==> config.mk <==
export PLATFORM = sky130hd
export DESIGN_NAME = clock_generator_divider_select_core
export DESIGN_NICKNAME = d
export VERILOG_FILES = /design/src/rtl/core/cgds_pkg.sv /design/src/rtl/core/cgds_div.sv /design/src/rtl/core/cgds_dp.sv /design/src/rtl/core/cgds_ctrl.sv /design/src/rtl/core/clock_generator_divider_select_core.sv
export SDC_FILE = /design/constraint.sdc
export NUM_CORES = 1
export LEC_CHECK = 0
export ABC_CLOCK_PERIOD_IN_PS = 4100
export BUFFER_PORTS_ARGS = -buffer_cell sky130_fd_sc_hd__buf_2
export CORE_MARGIN = 2
export CORE_UTILIZATION = 61
export CTS_CLUSTER_DIAMETER = 100
export DETAILED_ROUTE_END_ITERATION = 7
export HOLD_SLACK_MARGIN = 0.02
export PLACE_DENSITY = 0.8
export SKIP_LAST_GASP = 1
export SLEW_MARGIN = 10
export SYNTH_ARGS = -nofsm -noshare
export SYNTH_HDL_FRONTEND = slang
export SYNTH_SLANG_ARGS = --single-unit
==> constraint.sdc <==
create_clock -name clk -period 4.1 [get_ports clk]
set_input_delay 0.82 -clock clk [delete_from_list [all_inputs] [get_ports clk]]
set_output_delay 0.82 -clock clk [all_outputs]
set_load 0.02 [all_outputs]
==> src/rtl/core/cgds_pkg.sv <==
// ----------------------------------------------------------------------------
// Clock generator divider select package
// Shared widths, constants, controller states and the command and status
// bundles between the controller and the datapath.
// ----------------------------------------------------------------------------
package cgds_pkg;

	localparam int HZ_W          = 27;
	localparam int CH_W          = 4;
	localparam int LEAD_W        = 5;
	localparam int FIELD_W       = 16;
	localparam int IN_DATA_W     = 32;
	localparam int OUT_DATA_W    = 96;
	localparam int NUM_CHANNELS_DEF = 9;

	localparam logic [HZ_W-1:0] REF_RESET = 27'd48000000;
	localparam logic [2:0]      SRC_SEL   = 3'h7;

	// Channel numbers with their own divider widths.
	localparam logic [CH_W-1:0] CH_WIDE   = 4'd1;
	localparam logic [CH_W-1:0] CH_NARROW = 4'd2;

	// Request kinds carried on the input tuser.
	localparam logic ACT_SET   = 1'b0;
	localparam logic ACT_QUERY = 1'b1;

	typedef enum logic [2:0] {
		ST_IDLE,
		ST_CHECK,
		ST_DIV1,
		ST_PICK,
		ST_DIV2,
		ST_EMIT
	} state_t;

	typedef struct packed {
		logic capture;    // latch the request
		logic div_start;  // start the iterative divider
		logic div_sel;    // 0: reference / wanted, 1: reference / first quotient
		logic pick;       // latch the divider mode and field
		logic emit;       // load the output register and update the table
	} cmd_t;

	typedef struct packed {
		logic in_valid;
		logic is_query;
		logic is_error;
		logic fits_direct;
		logic div_done;
		logic out_free;
	} sts_t;

endpackage

==> src/rtl/core/cgds_div.sv <==
// ----------------------------------------------------------------------------
// Iterative divider
// Restoring unsigned division, one quotient bit per cycle, MSB first. Also
// records the position of the quotient's leading one as it is produced.
// ----------------------------------------------------------------------------
module cgds_div
	import cgds_pkg::*;
(
	input  logic              clk,
	input  logic              arst_n,
	input  logic              start,
	input  logic [HZ_W-1:0]   dividend,
	input  logic [HZ_W-1:0]   divisor,
	output logic              done,
	output logic [HZ_W-1:0]   quotient,
	output logic [LEAD_W-1:0] lead
);

	logic              busy_q;
	logic              done_q;
	logic              found_q;
	logic [LEAD_W-1:0] cnt_q;
	logic [LEAD_W-1:0] lead_q;
	logic [HZ_W-1:0]   dvd_q;
	logic [HZ_W-1:0]   dvs_q;
	logic [HZ_W-1:0]   rem_q;
	logic [HZ_W:0]     trial;
	logic              qbit;

	assign trial = {rem_q, dvd_q[HZ_W-1]};
	assign qbit  = (trial >= {1'b0, dvs_q});

	always_ff @(posedge clk or negedge arst_n) begin
		if (!arst_n) begin
			busy_q  <= 1'b0;
			done_q  <= 1'b0;
			found_q <= 1'b0;
			cnt_q   <= '0;
		end else begin
			done_q <= 1'b0;
			if (start) begin
				busy_q  <= 1'b1;
				found_q <= 1'b0;
				cnt_q   <= LEAD_W'(HZ_W - 1);
			end else if (busy_q) begin
				if (qbit)
					found_q <= 1'b1;
				if (cnt_q == '0) begin
					busy_q <= 1'b0;
					done_q <= 1'b1;
				end
				cnt_q <= cnt_q - 1'b1;
			end
		end
	end

	// The quotient bits shift into the dividend register as its bits move out.
	always_ff @(posedge clk) begin
		if (start) begin
			dvd_q  <= dividend;
			dvs_q  <= divisor;
			rem_q  <= '0;
			lead_q <= '0;
		end else if (busy_q) begin
			rem_q <= qbit ? HZ_W'(trial - {1'b0, dvs_q}) : trial[HZ_W-1:0];
			dvd_q <= {dvd_q[HZ_W-2:0], qbit};
			if (qbit && !found_q)
				lead_q <= cnt_q;
		end
	end

	assign done     = done_q;
	assign quotient = dvd_q;
	assign lead     = lead_q;

endmodule

==> src/rtl/core/cgds_dp.sv <==
// ----------------------------------------------------------------------------
// Divider select datapath
// Request and reference registers, the iterative divider, the per-channel
// frequency table and the output register.
// ----------------------------------------------------------------------------
module cgds_dp
	import cgds_pkg::*;
#(
	parameter int NUM_CHANNELS = NUM_CHANNELS_DEF
) (
	input  logic                  clk,
	input  logic                  arst_n,
	input  logic                  cfg_wr_en,
	input  logic [HZ_W-1:0]       cfg_wr_data,
	input  logic                  s_tvalid,
	input  logic [IN_DATA_W-1:0]  s_tdata,
	input  logic                  s_tuser,
	input  logic                  m_tready,
	output logic                  m_tvalid,
	output logic [OUT_DATA_W-1:0] m_tdata,
	output logic                  m_tuser,
	input  cmd_t                  cmd,
	output sts_t                  sts
);

	localparam int IDX_W = $clog2(NUM_CHANNELS);
	localparam logic [CH_W:0] CH_LIMIT = (CH_W+1)'(NUM_CHANNELS);

	logic [HZ_W-1:0]    ref_q;
	logic               action_q;
	logic [CH_W-1:0]    ch_q;
	logic [HZ_W-1:0]    wanted_q;
	logic               pow2_q;
	logic [FIELD_W-1:0] field_q;
	logic [HZ_W-1:0]    shact_q;
	logic [HZ_W-1:0]    table_q [NUM_CHANNELS];

	logic               out_valid_q;
	logic [OUT_DATA_W-1:0] out_data_q;
	logic               out_status_q;

	logic [HZ_W-1:0]    quo;
	logic [LEAD_W-1:0]  lead;
	logic               div_done;
	logic               in_range;
	logic [IDX_W-1:0]   idx;
	logic               fits;
	logic               is_err;
	logic [HZ_W-1:0]    actual;
	logic [31:0]        div_word;
	logic [31:0]        ctl_word;

	always_ff @(posedge clk or negedge arst_n) begin
		if (!arst_n)
			ref_q <= REF_RESET;
		else if (cfg_wr_en)
			ref_q <= cfg_wr_data;
	end

	always_ff @(posedge clk) begin
		if (cmd.capture) begin
			action_q <= s_tuser;
			ch_q     <= s_tdata[CH_W-1:0];
			wanted_q <= s_tdata[CH_W +: HZ_W];
		end
	end

	cgds_div u_div (
		.clk      (clk),
		.arst_n   (arst_n),
		.start    (cmd.div_start),
		.dividend (ref_q),
		.divisor  (cmd.div_sel ? quo : wanted_q),
		.done     (div_done),
		.quotient (quo),
		.lead     (lead)
	);

	assign in_range = ({1'b0, ch_q} < CH_LIMIT);
	assign idx      = ch_q[IDX_W-1:0];
	assign is_err   = (wanted_q == '0) || (wanted_q > ref_q);

	always_comb begin
		if (ch_q == CH_WIDE)
			fits = (quo[HZ_W-1:16] == '0);
		else if (ch_q == CH_NARROW)
			fits = (quo[HZ_W-1:5] == '0);
		else
			fits = (quo[HZ_W-1:8] == '0);
	end

	// In power-of-two mode the field is the leading-one position minus one;
	// it stays below the narrowest channel limit for any 27-bit quotient.
	always_ff @(posedge clk) begin
		if (cmd.pick) begin
			pow2_q  <= !fits;
			field_q <= fits ? quo[FIELD_W-1:0] : FIELD_W'(lead) - 1'b1;
			shact_q <= ref_q >> lead;
		end
	end

	always_comb begin
		actual   = '0;
		div_word = '0;
		ctl_word = '0;
		if (action_q == ACT_QUERY) begin
			actual = in_range ? table_q[idx] : '0;
		end else if (!is_err) begin
			actual   = pow2_q ? shact_q : quo;
			div_word = {8'h00, field_q, 4'h0, ch_q};
			ctl_word = {11'h000, pow2_q, 2'b00, 1'b1, 1'b1, 5'h00, SRC_SEL, 4'h0, ch_q};
		end
	end

	always_ff @(posedge clk or negedge arst_n) begin
		if (!arst_n) begin
			for (int k = 0; k < NUM_CHANNELS; k++)
				table_q[k] <= '0;
		end else if (cmd.emit && action_q == ACT_SET && !is_err && in_range) begin
			table_q[idx] <= actual;
		end
	end

	always_ff @(posedge clk or negedge arst_n) begin
		if (!arst_n)
			out_valid_q <= 1'b0;
		else if (cmd.emit)
			out_valid_q <= 1'b1;
		else if (m_tready)
			out_valid_q <= 1'b0;
	end

	always_ff @(posedge clk) begin
		if (cmd.emit) begin
			out_status_q <= (action_q == ACT_SET) && is_err;
			out_data_q   <= {5'h00, ctl_word, div_word, actual};
		end
	end

	assign sts.in_valid    = s_tvalid;
	assign sts.is_query    = (action_q == ACT_QUERY);
	assign sts.is_error    = is_err;
	assign sts.fits_direct = fits;
	assign sts.div_done    = div_done;
	assign sts.out_free    = !out_valid_q || m_tready;

	assign m_tvalid = out_valid_q;
	assign m_tdata  = out_data_q;
	assign m_tuser  = out_status_q;

endmodule

==> src/rtl/core/cgds_ctrl.sv <==
// ----------------------------------------------------------------------------
// Divider select controller
// Sequences one request: capture, range check, first division, mode pick,
// optional second division and hand-off to the output register.
// ----------------------------------------------------------------------------
module cgds_ctrl
	import cgds_pkg::*;
(
	input  logic clk,
	input  logic arst_n,
	input  sts_t sts,
	output cmd_t cmd,
	output logic s_tready
);

	state_t state_q;
	state_t state_nxt;

	always_ff @(posedge clk or negedge arst_n) begin
		if (!arst_n)
			state_q <= ST_IDLE;
		else
			state_q <= state_nxt;
	end

	always_comb begin
		state_nxt = state_q;
		case (state_q)
			ST_IDLE: begin
				if (sts.in_valid)
					state_nxt = ST_CHECK;
			end
			ST_CHECK: begin
				if (sts.is_query || sts.is_error)
					state_nxt = ST_EMIT;
				else
					state_nxt = ST_DIV1;
			end
			ST_DIV1: begin
				if (sts.div_done)
					state_nxt = ST_PICK;
			end
			ST_PICK: begin
				if (sts.fits_direct)
					state_nxt = ST_DIV2;
				else
					state_nxt = ST_EMIT;
			end
			ST_DIV2: begin
				if (sts.div_done)
					state_nxt = ST_EMIT;
			end
			ST_EMIT: begin
				if (sts.out_free)
					state_nxt = ST_IDLE;
			end
			default: state_nxt = ST_IDLE;
		endcase
	end

	always_comb begin
		cmd      = '0;
		s_tready = 1'b0;
		case (state_q)
			ST_IDLE: begin
				s_tready    = 1'b1;
				cmd.capture = sts.in_valid;
			end
			ST_CHECK: begin
				cmd.div_start = !(sts.is_query || sts.is_error);
			end
			ST_PICK: begin
				cmd.pick      = 1'b1;
				cmd.div_sel   = 1'b1;
				cmd.div_start = sts.fits_direct;
			end
			ST_DIV2: begin
				cmd.div_sel = 1'b1;
			end
			ST_EMIT: begin
				cmd.emit = sts.out_free;
			end
			default: begin
				cmd = '0;
			end
		endcase
	end

endmodule

==> src/rtl/core/clock_generator_divider_select_core.sv <==
// A query or a rejected set goes from the range check to the output register;
// a power-of-two set runs one division first and a direct set runs two.
// One request at a time: no new request is taken until the last one reaches
// the output register. The single 27-step iterative divider serves both divisions.
// A finished result waits in the output register while the next one is taken.
// Reset (arst_n, asynchronous): reference 48 MHz, table cleared, no result.
// ----------------------------------------------------------------------------
// Clock generator divider select core
// Picks a direct or power-of-two divider for a generator channel and keeps
// the achieved frequency of each channel for queries.
// ----------------------------------------------------------------------------
module clock_generator_divider_select_core
	import cgds_pkg::*;
#(
	parameter int NUM_CHANNELS = NUM_CHANNELS_DEF
) (
	input  logic                  clk,
	input  logic                  arst_n,
	input  logic                  cfg_wr_en,
	input  logic [HZ_W-1:0]       cfg_wr_data,   // reference_hz
	input  logic                  s_tvalid,
	output logic                  s_tready,
	input  logic [IN_DATA_W-1:0]  s_tdata,       // channel, wanted_hz
	input  logic                  s_tuser,       // action
	output logic                  m_tvalid,
	input  logic                  m_tready,
	output logic [OUT_DATA_W-1:0] m_tdata,       // actual_hz, divider_word, control_word
	output logic                  m_tuser        // status
);

	cmd_t cmd;
	sts_t sts;

	cgds_ctrl u_ctrl (
		.clk      (clk),
		.arst_n   (arst_n),
		.sts      (sts),
		.cmd      (cmd),
		.s_tready (s_tready)
	);

	cgds_dp #(
		.NUM_CHANNELS (NUM_CHANNELS)
	) u_dp (
		.clk         (clk),
		.arst_n      (arst_n),
		.cfg_wr_en   (cfg_wr_en),
		.cfg_wr_data (cfg_wr_data),
		.s_tvalid    (s_tvalid),
		.s_tdata     (s_tdata),
		.s_tuser     (s_tuser),
		.m_tready    (m_tready),
		.m_tvalid    (m_tvalid),
		.m_tdata     (m_tdata),
		.m_tuser     (m_tuser),
		.cmd         (cmd),
		.sts         (sts)
	);

endmodule

==> impl_results.md, run 1 <==
* Status: finished clean
* Top cells by area, synth: dfrtp_1, edfxtp_1, mux2_2
* Routability Congestion at 0.933
* WL final at about 64000 microns
* Mapped cell area at approximately 25000 sq um
* Critical Path Sink Type: flip-flop
* Seq/Total Area, Yosys at 0.521
* Critical path class: reg2reg
* First-pass GRT wire length at a little under 100000 microns
* Io pins at between 150 and 200
* Cts hold-fix bufs at 0
* Leakage power total at 0.0124 uW
* Non-Filler Instances at roughly 2700
* Die area at approximately 43000 sq um
* Distinct cell type count after synthesis at between 70 and 80
* Mapped Cells at between 2000 and 2500
* CTS sink cnt at 494
* Adder-Cell Fraction of Synth Area at 0.0291
* Site Rows at 74
* Share of layout cells above drive strength 1 at 0.294
* Ys async rst share at 0.571
* Synth Warn # at 0
* Commonest cells in the netlist: dfrtp_1, mux2_2, nand2_1
* Syn avg cell area at around 12 sq um
* Clk Latency, worst-skew pair at about 0.62 ns
* Pwr dens at 755 nW/um^2
* Complex-gate fraction of the synthesized area at 0.0824
* Required @ worst endpoint at ~4.6 ns
* Grt met2 use at 0.508
* Antenna violations before repair at 0
* Initial Util at 0.617
* Clock input transition at the sequential cells of the worst setup and hold paths at around 0.06 ns
* Final net count at roughly 2300
* Drt wl/cell at 23.5 microns
* Final Cycle Share at 0.910
* Max Clock Freq at around 270 MHz
* Post-synth EDFFs at between 150 and 200
* Total CTS buffers at 51
* Synth Area in Simple Gates at 0.0810
* Peak supply drop at between 700 and 800 uV
* Max-Cap Viols at 0
* 1st-pass router iterations at 5
* Die height at slightly above 200 microns
* CTS tree: done
* Max Fanout on Critical Path at 15
* Design area at around 28000 sq um
* Ant diodes at 0
* Clock root buffer: clkbuf_16
* GRT busiest layer: met2
* Number of remaining DRC errors at 0
* Global routing usage on met1 at 0.384
* Synth top area share at 0.271
* # resized after CTS at 0
* Rel. slew slack at 0.372
* Synth Area in XOR/XNOR at 0.00836
* Dpl cell area at 26100 sq um
* Layout area overhead at 10.8%
* DR vias/cell at 6.16
* Fraction of synthesized area in multiplexers at 0.226
* Total track usage at 0.299
* Worst slew pin tran at 0.941 ns
* Core area at ~41000 sq um
* Post-CTS setup buffers at 0
* Vias in the first global route at between 15000 and 20000
* Setup Viol. Count Final at 0
* Die W at 207 microns
* RSZ-0062 raised after global routing: false
* Vias at around 17000
* Synth Register Bits at ~500
* Slew Limit Fails at 0
* Hold Vio Cnt, Final at 0
* Critical Path AT at about 4.2 ns
* DP Cell Count at ~2600
* Critical Path Source Type: flip-flop
* Largest area contributor in the netlist: dfrtp_1
* I/O Buffers at ~120
* Minimum clock period at ~3.7 ns
* Clock buffer depth at 3
* Met3 GRT Util at 0.0606
* HP Class: in2async
* Clk_skew at between 0.02 and 0.025 ns
* DRT iter0 DRCs at 1508
* Overall overflow remaining after global route at 0
* TNS Setup at 0 ns
* Final ANT Viol Nets at 0
* Top_reg_cell synth: dfrtp_1
* Hpwl dp at approximately 44000 microns
* Largest net degree at the start of global routing at between 90 and 100
* Count leader, synth: dfrtp_1
* Largest family of logic cells by synthesized area: multiplexers
* Htree depth at 2
## logic make-up after synthesis
logic type                 Yosys count
and+or+nand+nor                    438
DFF                                494
buffers and inverters              245
adders and majority gates           58
muxes                              433
xor gates and xnor gates            24
other                                1
AOI/OAI and AO/OA                  336
## path summary, 6_finish.rpt
path	depth (start not counted)	slack, ns	to	startpoint
max	11	0.37	u_dp.table_q[168]	u_dp.ref_q[25]
min	1	0.19	u_dp.table_q[209]	arst_n
max reg2reg	11	0.37	u_dp.table_q[168]	u_dp.ref_q[25]
min reg2reg	1	0.49	u_dp.table_q[97]	u_dp.table_q[97]
max in group asynchronous	2	2.83	u_dp.table_q[222]	arst_n
min in group clk	1	0.38	u_dp.ch_q[2]	s_tdata[2]
## layer usage
layer / vias up / routed length, microns
li1: 7537 / -
met4: 0 / 2130
met5: - / 0
met3: 118 / 4600
met1: 8378 / 25200
met2: 659 / 31800
## cell type report
| cell class | count | area [sq um] |
|---|---|---|
| flip-flops and latches | 494 | 13100 |
| fillers | 2879 | 12900 |
| multi-input cells | 1328 | 10900 |
| clock buffers | 62 | 1390 |
| repair buffers | 179 | 1110 |
| well taps | 532 | 666 |
| clock inverters | 34 | 348 |
| inverters | 82 | 308 |
## power breakdown
group | total (uW) | switching (uW) | leakage, uW | internal (uW)
Clock | 4730 | 2040 | 0.000842 | 2700
Combinational | 8050 | 4560 | 0.00585 | 3490
Sequential | 8270 | 1300 | 0.00575 | 6970
Total | 21000 | 7890 | 0.0124 | 13200
## cell usage in the layout (no fill, tap or decap), drive strengths merged, types with 5 or more instances in the layout
| master | instances |
|---|---|
| o211ai | 14 |
| inv | 83 |
| nor4 | 14 |
| xnor2 | 12 |
| o211a | 11 |
| o21ai | 122 |
| a21oi | 66 |
| o21a | 6 |
| a21o | 20 |
| nor3 | 24 |
| nor3b | 5 |
| mux4 | 69 |
| and3 | 6 |
| nor2 | 105 |
| xor2 | 12 |
| edfxtp | 180 |
| a221oi | 5 |
| clkinv | 23 |
| clkbuf | 62 |
| dfxtp | 32 |
| dfrtp | 272 |
| a31oi | 33 |
| mux2i | 91 |
| mux2 | 273 |
| a211oi | 25 |
| dfstp | 10 |
| buf | 179 |
| nand2 | 194 |
| nor2b | 7 |
| nand3 | 22 |
| conb | 39 |
| nand4 | 10 |
| ha | 57 |
| clkinvlp | 6 |
| and2 | 32 |
| o22ai | 8 |
## worst max-delay path, stage by stage (launching register included)
cell,delay [ns]
dfstp_2,0.58
inv_1,0.07
ha_1,0.30
nand3_1,0.12
nor4_2,0.39
nand4_1,0.20
and2_1,0.22
a221o_1,0.38
buf_4,0.23
or3_2,0.50
buf_4,0.28
mux2_4,0.34
## flip-flops by register name, summed over array words and instances, names as in the netlist, 5 cells and up
register	count
u_dp.field_q	16
u_dp.m_tdata	49
u_dp.ref_q	27
u_dp.shact_q	27
u_dp.table_q	243
u_dp.u_div.cnt_q	5
u_dp.u_div.dvs_q	27
u_dp.u_div.lead	5
u_dp.u_div.quotient	27
u_dp.u_div.rem_q	27
u_dp.wanted_q	27
## through the flow
| step | hold slack, ns | setup slack (ns) | total power, uW | utilization |
|---|---|---|---|---|
| 2_1_floorplan | 0.453 | 0.0958 | 13800 | - |
| 3_5_place_dp | 0.478 | 0.406 | 16200 | 0.641 |
| 4_1_cts | 0.228 | 0.386 | 21000 | 0.684 |
| 6_report | 0.189 | 0.369 | 21000 | 0.684 |
| 5_1_grt | 0.262 | 0.222 | 22200 | 0.684 |
| 3_3_place_gp | 0.463 | 0.467 | 15900 | 0.641 |
Power figures use the tool's default switching activity.
==> run 2, diff against run 1 <==
--- a/config.mk
+++ b/config.mk
@@ -7,12 +7,13 @@
 export LEC_CHECK = 0
 export ABC_CLOCK_PERIOD_IN_PS = 4100
 export BUFFER_PORTS_ARGS = -buffer_cell sky130_fd_sc_hd__buf_2
+export CAP_MARGIN = 20
 export CORE_MARGIN = 2
 export CORE_UTILIZATION = 61
 export CTS_CLUSTER_DIAMETER = 100
 export DETAILED_ROUTE_END_ITERATION = 7
 export HOLD_SLACK_MARGIN = 0.02
-export PLACE_DENSITY = 0.8
+export PLACE_DENSITY = 0.87
 export SKIP_LAST_GASP = 1
 export SLEW_MARGIN = 10
 export SYNTH_ARGS = -nofsm -noshare
==> impl_results.md, run 2 (synthesized netlist as in run 1, its figures left out) <==
* Hpwl dp at around 44000 microns
* Rel. slew slack at 0.438
* Reg2reg path depth at 12
* Critical Path Source Type: flip-flop
* Peak supply drop at between 500 and 600 uV
* Leakage power total at around 0.012 uW
* Die W at roughly 210 microns
* Commonest non-fill, non-tap cells in the layout: dfrtp_1, mux2_2, nand2_1
* Fillcell total at between 2000 and 3000
* Slew Limit Fails at 0
* Clock input transition at the sequential cells of the worst setup and hold paths at roughly 0.060 ns
* Hold Vio Cnt, Final at 0
* Post-CTS setup buffers at 0
* Number of remaining DRC errors at 0
* Comb pwr share at 0.388
* CP peak stage delay at a little under 0.6 ns
* Setup ws final at 0.291 ns
* Final Cycle Share at 0.929
* DR vias/cell at 6.40
* Largest reg by FF count: u_dp.table_q
* Most common library cell in the layout ignoring fill and taps: dfrtp_1
* R2r startpoint: u_dp.ref_q[25]
* CTS sink cnt at between 400 and 500
* Routed wl met3 at a little over 5000 microns
* Clk_skew at 0.0218 ns
* WL final at 65300 microns
* Max Clock Freq at about 260 MHz
* Die height at roughly 210 microns
* I/O Buffers at roughly 120
* Vias at 17380
* Final ANT Viol Nets at 0
* Critical Path Sink Type: flip-flop
* M1 WL at around 25000 microns
* Critical path class: reg2reg
* Critical-path cell list: inv_1 > ha_1 > nand3_1 > nor4_2 > nand4_1 > and2_1 > a221o_2 > inv_2 > mux2_2 > nand2_4 > inv_2 > buf_12
* Largest register FFs at between 200 and 250
* Switch Pwr at between 7000 and 8000 uW
* Die area at approximately 43000 sq um
* Required @ worst endpoint at roughly 4.4 ns
* Overall overflow remaining after global route at 0
* Pwr dens at 751 nW/um^2
* Io pins at 164
* CP max-delay cell: dfstp_2
* Site Rows at 74
* HP Class: in2async
* Htree depth at 2
* Setup Viol. Count Final at 0
* 1st-pass router iterations at 7
* Clk Latency, worst-skew pair at about 0.6 ns
* First-pass GRT wire length at slightly above 100000 microns
* Critical Path AT at around 4.1 ns
* TNS Setup at 0 ns
* Cell internal pwr at 13100 uW
* Power share of the sequential group at 0.396
* Worst slew pin tran at about 0.84 ns
* Clock root buffer: clkbuf_16
* Max-Cap Viols at 0
* Total track usage at 0.304
* Core area at a little over 40000 sq um
* Clock Power Share at 0.216
* Final net count at 2264
* Clock buffer depth at 3
* Layout area overhead at 10.7%
* Initial Util at 0.617
* Ant diodes at 0
* Status: finished clean
* Uppermost layer routed: met4
* Antenna violations before repair at 0
* DR WL met2 at around 32000 microns
* Drt wl/cell at 24.0 microns
* Crit path launch: u_dp.ref_q[25]
* Vias in the first global route at ~18000
* RSZ-0062 raised after global routing: false
* Most frequent cell on the critical path: inv_2
* Setup slack after placement at between 0.2 and 0.25 ns
* Largest net degree at the start of global routing at between 100 and 150
* Switching Fraction at 0.376
* CTS tree: done
* Routability Congestion at 0.997
* DRT iter0 DRCs at 1915
* Minimum clock period at roughly 3.8 ns
* Max Fanout on Critical Path at 30
* Share of layout cells above drive strength 1 at 0.290
* Total CTS buffers at 50
run 2: cell count changes in the layout (fill, tap and decap cells not counted), sizes merged:
cell and delta:
clkinvlp -4, clkinv -3, buf +6, bufinv -2, inv -4, clkbuf +11
run 2: path summary, 6_finish.rpt:
| check | slack (ns) | endpoint |
|---|---|---|
| setup / recovery | 0.29 | u_dp.u_div.dvs_q[14] |
| hold / removal | 0.23 | u_dp.table_q[180] |
| setup reg to reg | 0.29 | u_dp.u_div.dvs_q[14] |
| hold reg to reg | 0.50 | u_dp.table_q[97] |
| max in group asynchronous | 2.81 | u_dp.table_q[37] |
| min in group clk | 0.39 | u_dp.ch_q[0] |
run 2: per-layer routing:
layer | track usage | up-vias
met5 | 0 | -
met4 | 0.136 | 0
met3 | 0.0572 | 199
met2 | 0.513 | 903
met1 | 0.383 | 8713
li1 | - | 7565
run 2: what timing repair did:
action                                  CTS  global route
hold buffers                              0             0
gates resized for setup                   0             1
endpoints found under the setup margin    0            14
run 2: power groups by stage:
stage | combinational (uW) | sequential, uW | clock (uW)
after floorplan | 6000 | 7800 | 0
after global placement | 7580 | 8170 | 0
after detailed placement | 7940 | 8300 | 0
after CTS | 8030 | 8240 | 4560
after global routing | 8860 | 8370 | 4750
final | 8130 | 8280 | 4520
run 2: metrics by stage:
step           cells  power, uW   util  hold slack (ns)  cell area (sq um)
2_1_floorplan   2067      13800      -            0.453              25300
3_3_place_gp    2620      15700  0.644            0.464              26200
3_5_place_dp    2620      16200  0.644            0.478              26200
4_1_cts         2714      20800  0.683            0.278              27800
5_1_grt         2715      22000  0.684            0.314              27900
6_report        2715      20900  0.684            0.232              27900
run 2: critical path, delay by kind of cell, from the launching register on:
kind	cells	cell delay, ns
compound gates	1	0.46
fa+ha+maj	1	0.30
buf+inv	4	0.86
flops	1	0.58
mux	1	0.21
simple gates	5	1.07
run 2: layout make-up:
type / instances / area, sq um / share of cell area
clock inverters: 21 / 184 / 0.00660
clock buffers: 73 / 1440 / 0.0517
repair buffers: 185 / 1210 / 0.0435
multi-input cells: 1328 / 10900 / 0.393
flip-flops and latches: 494 / 13100 / 0.471
inverters: 82 / 308 / 0.0110
well taps: 532 / 666 / 0.0239
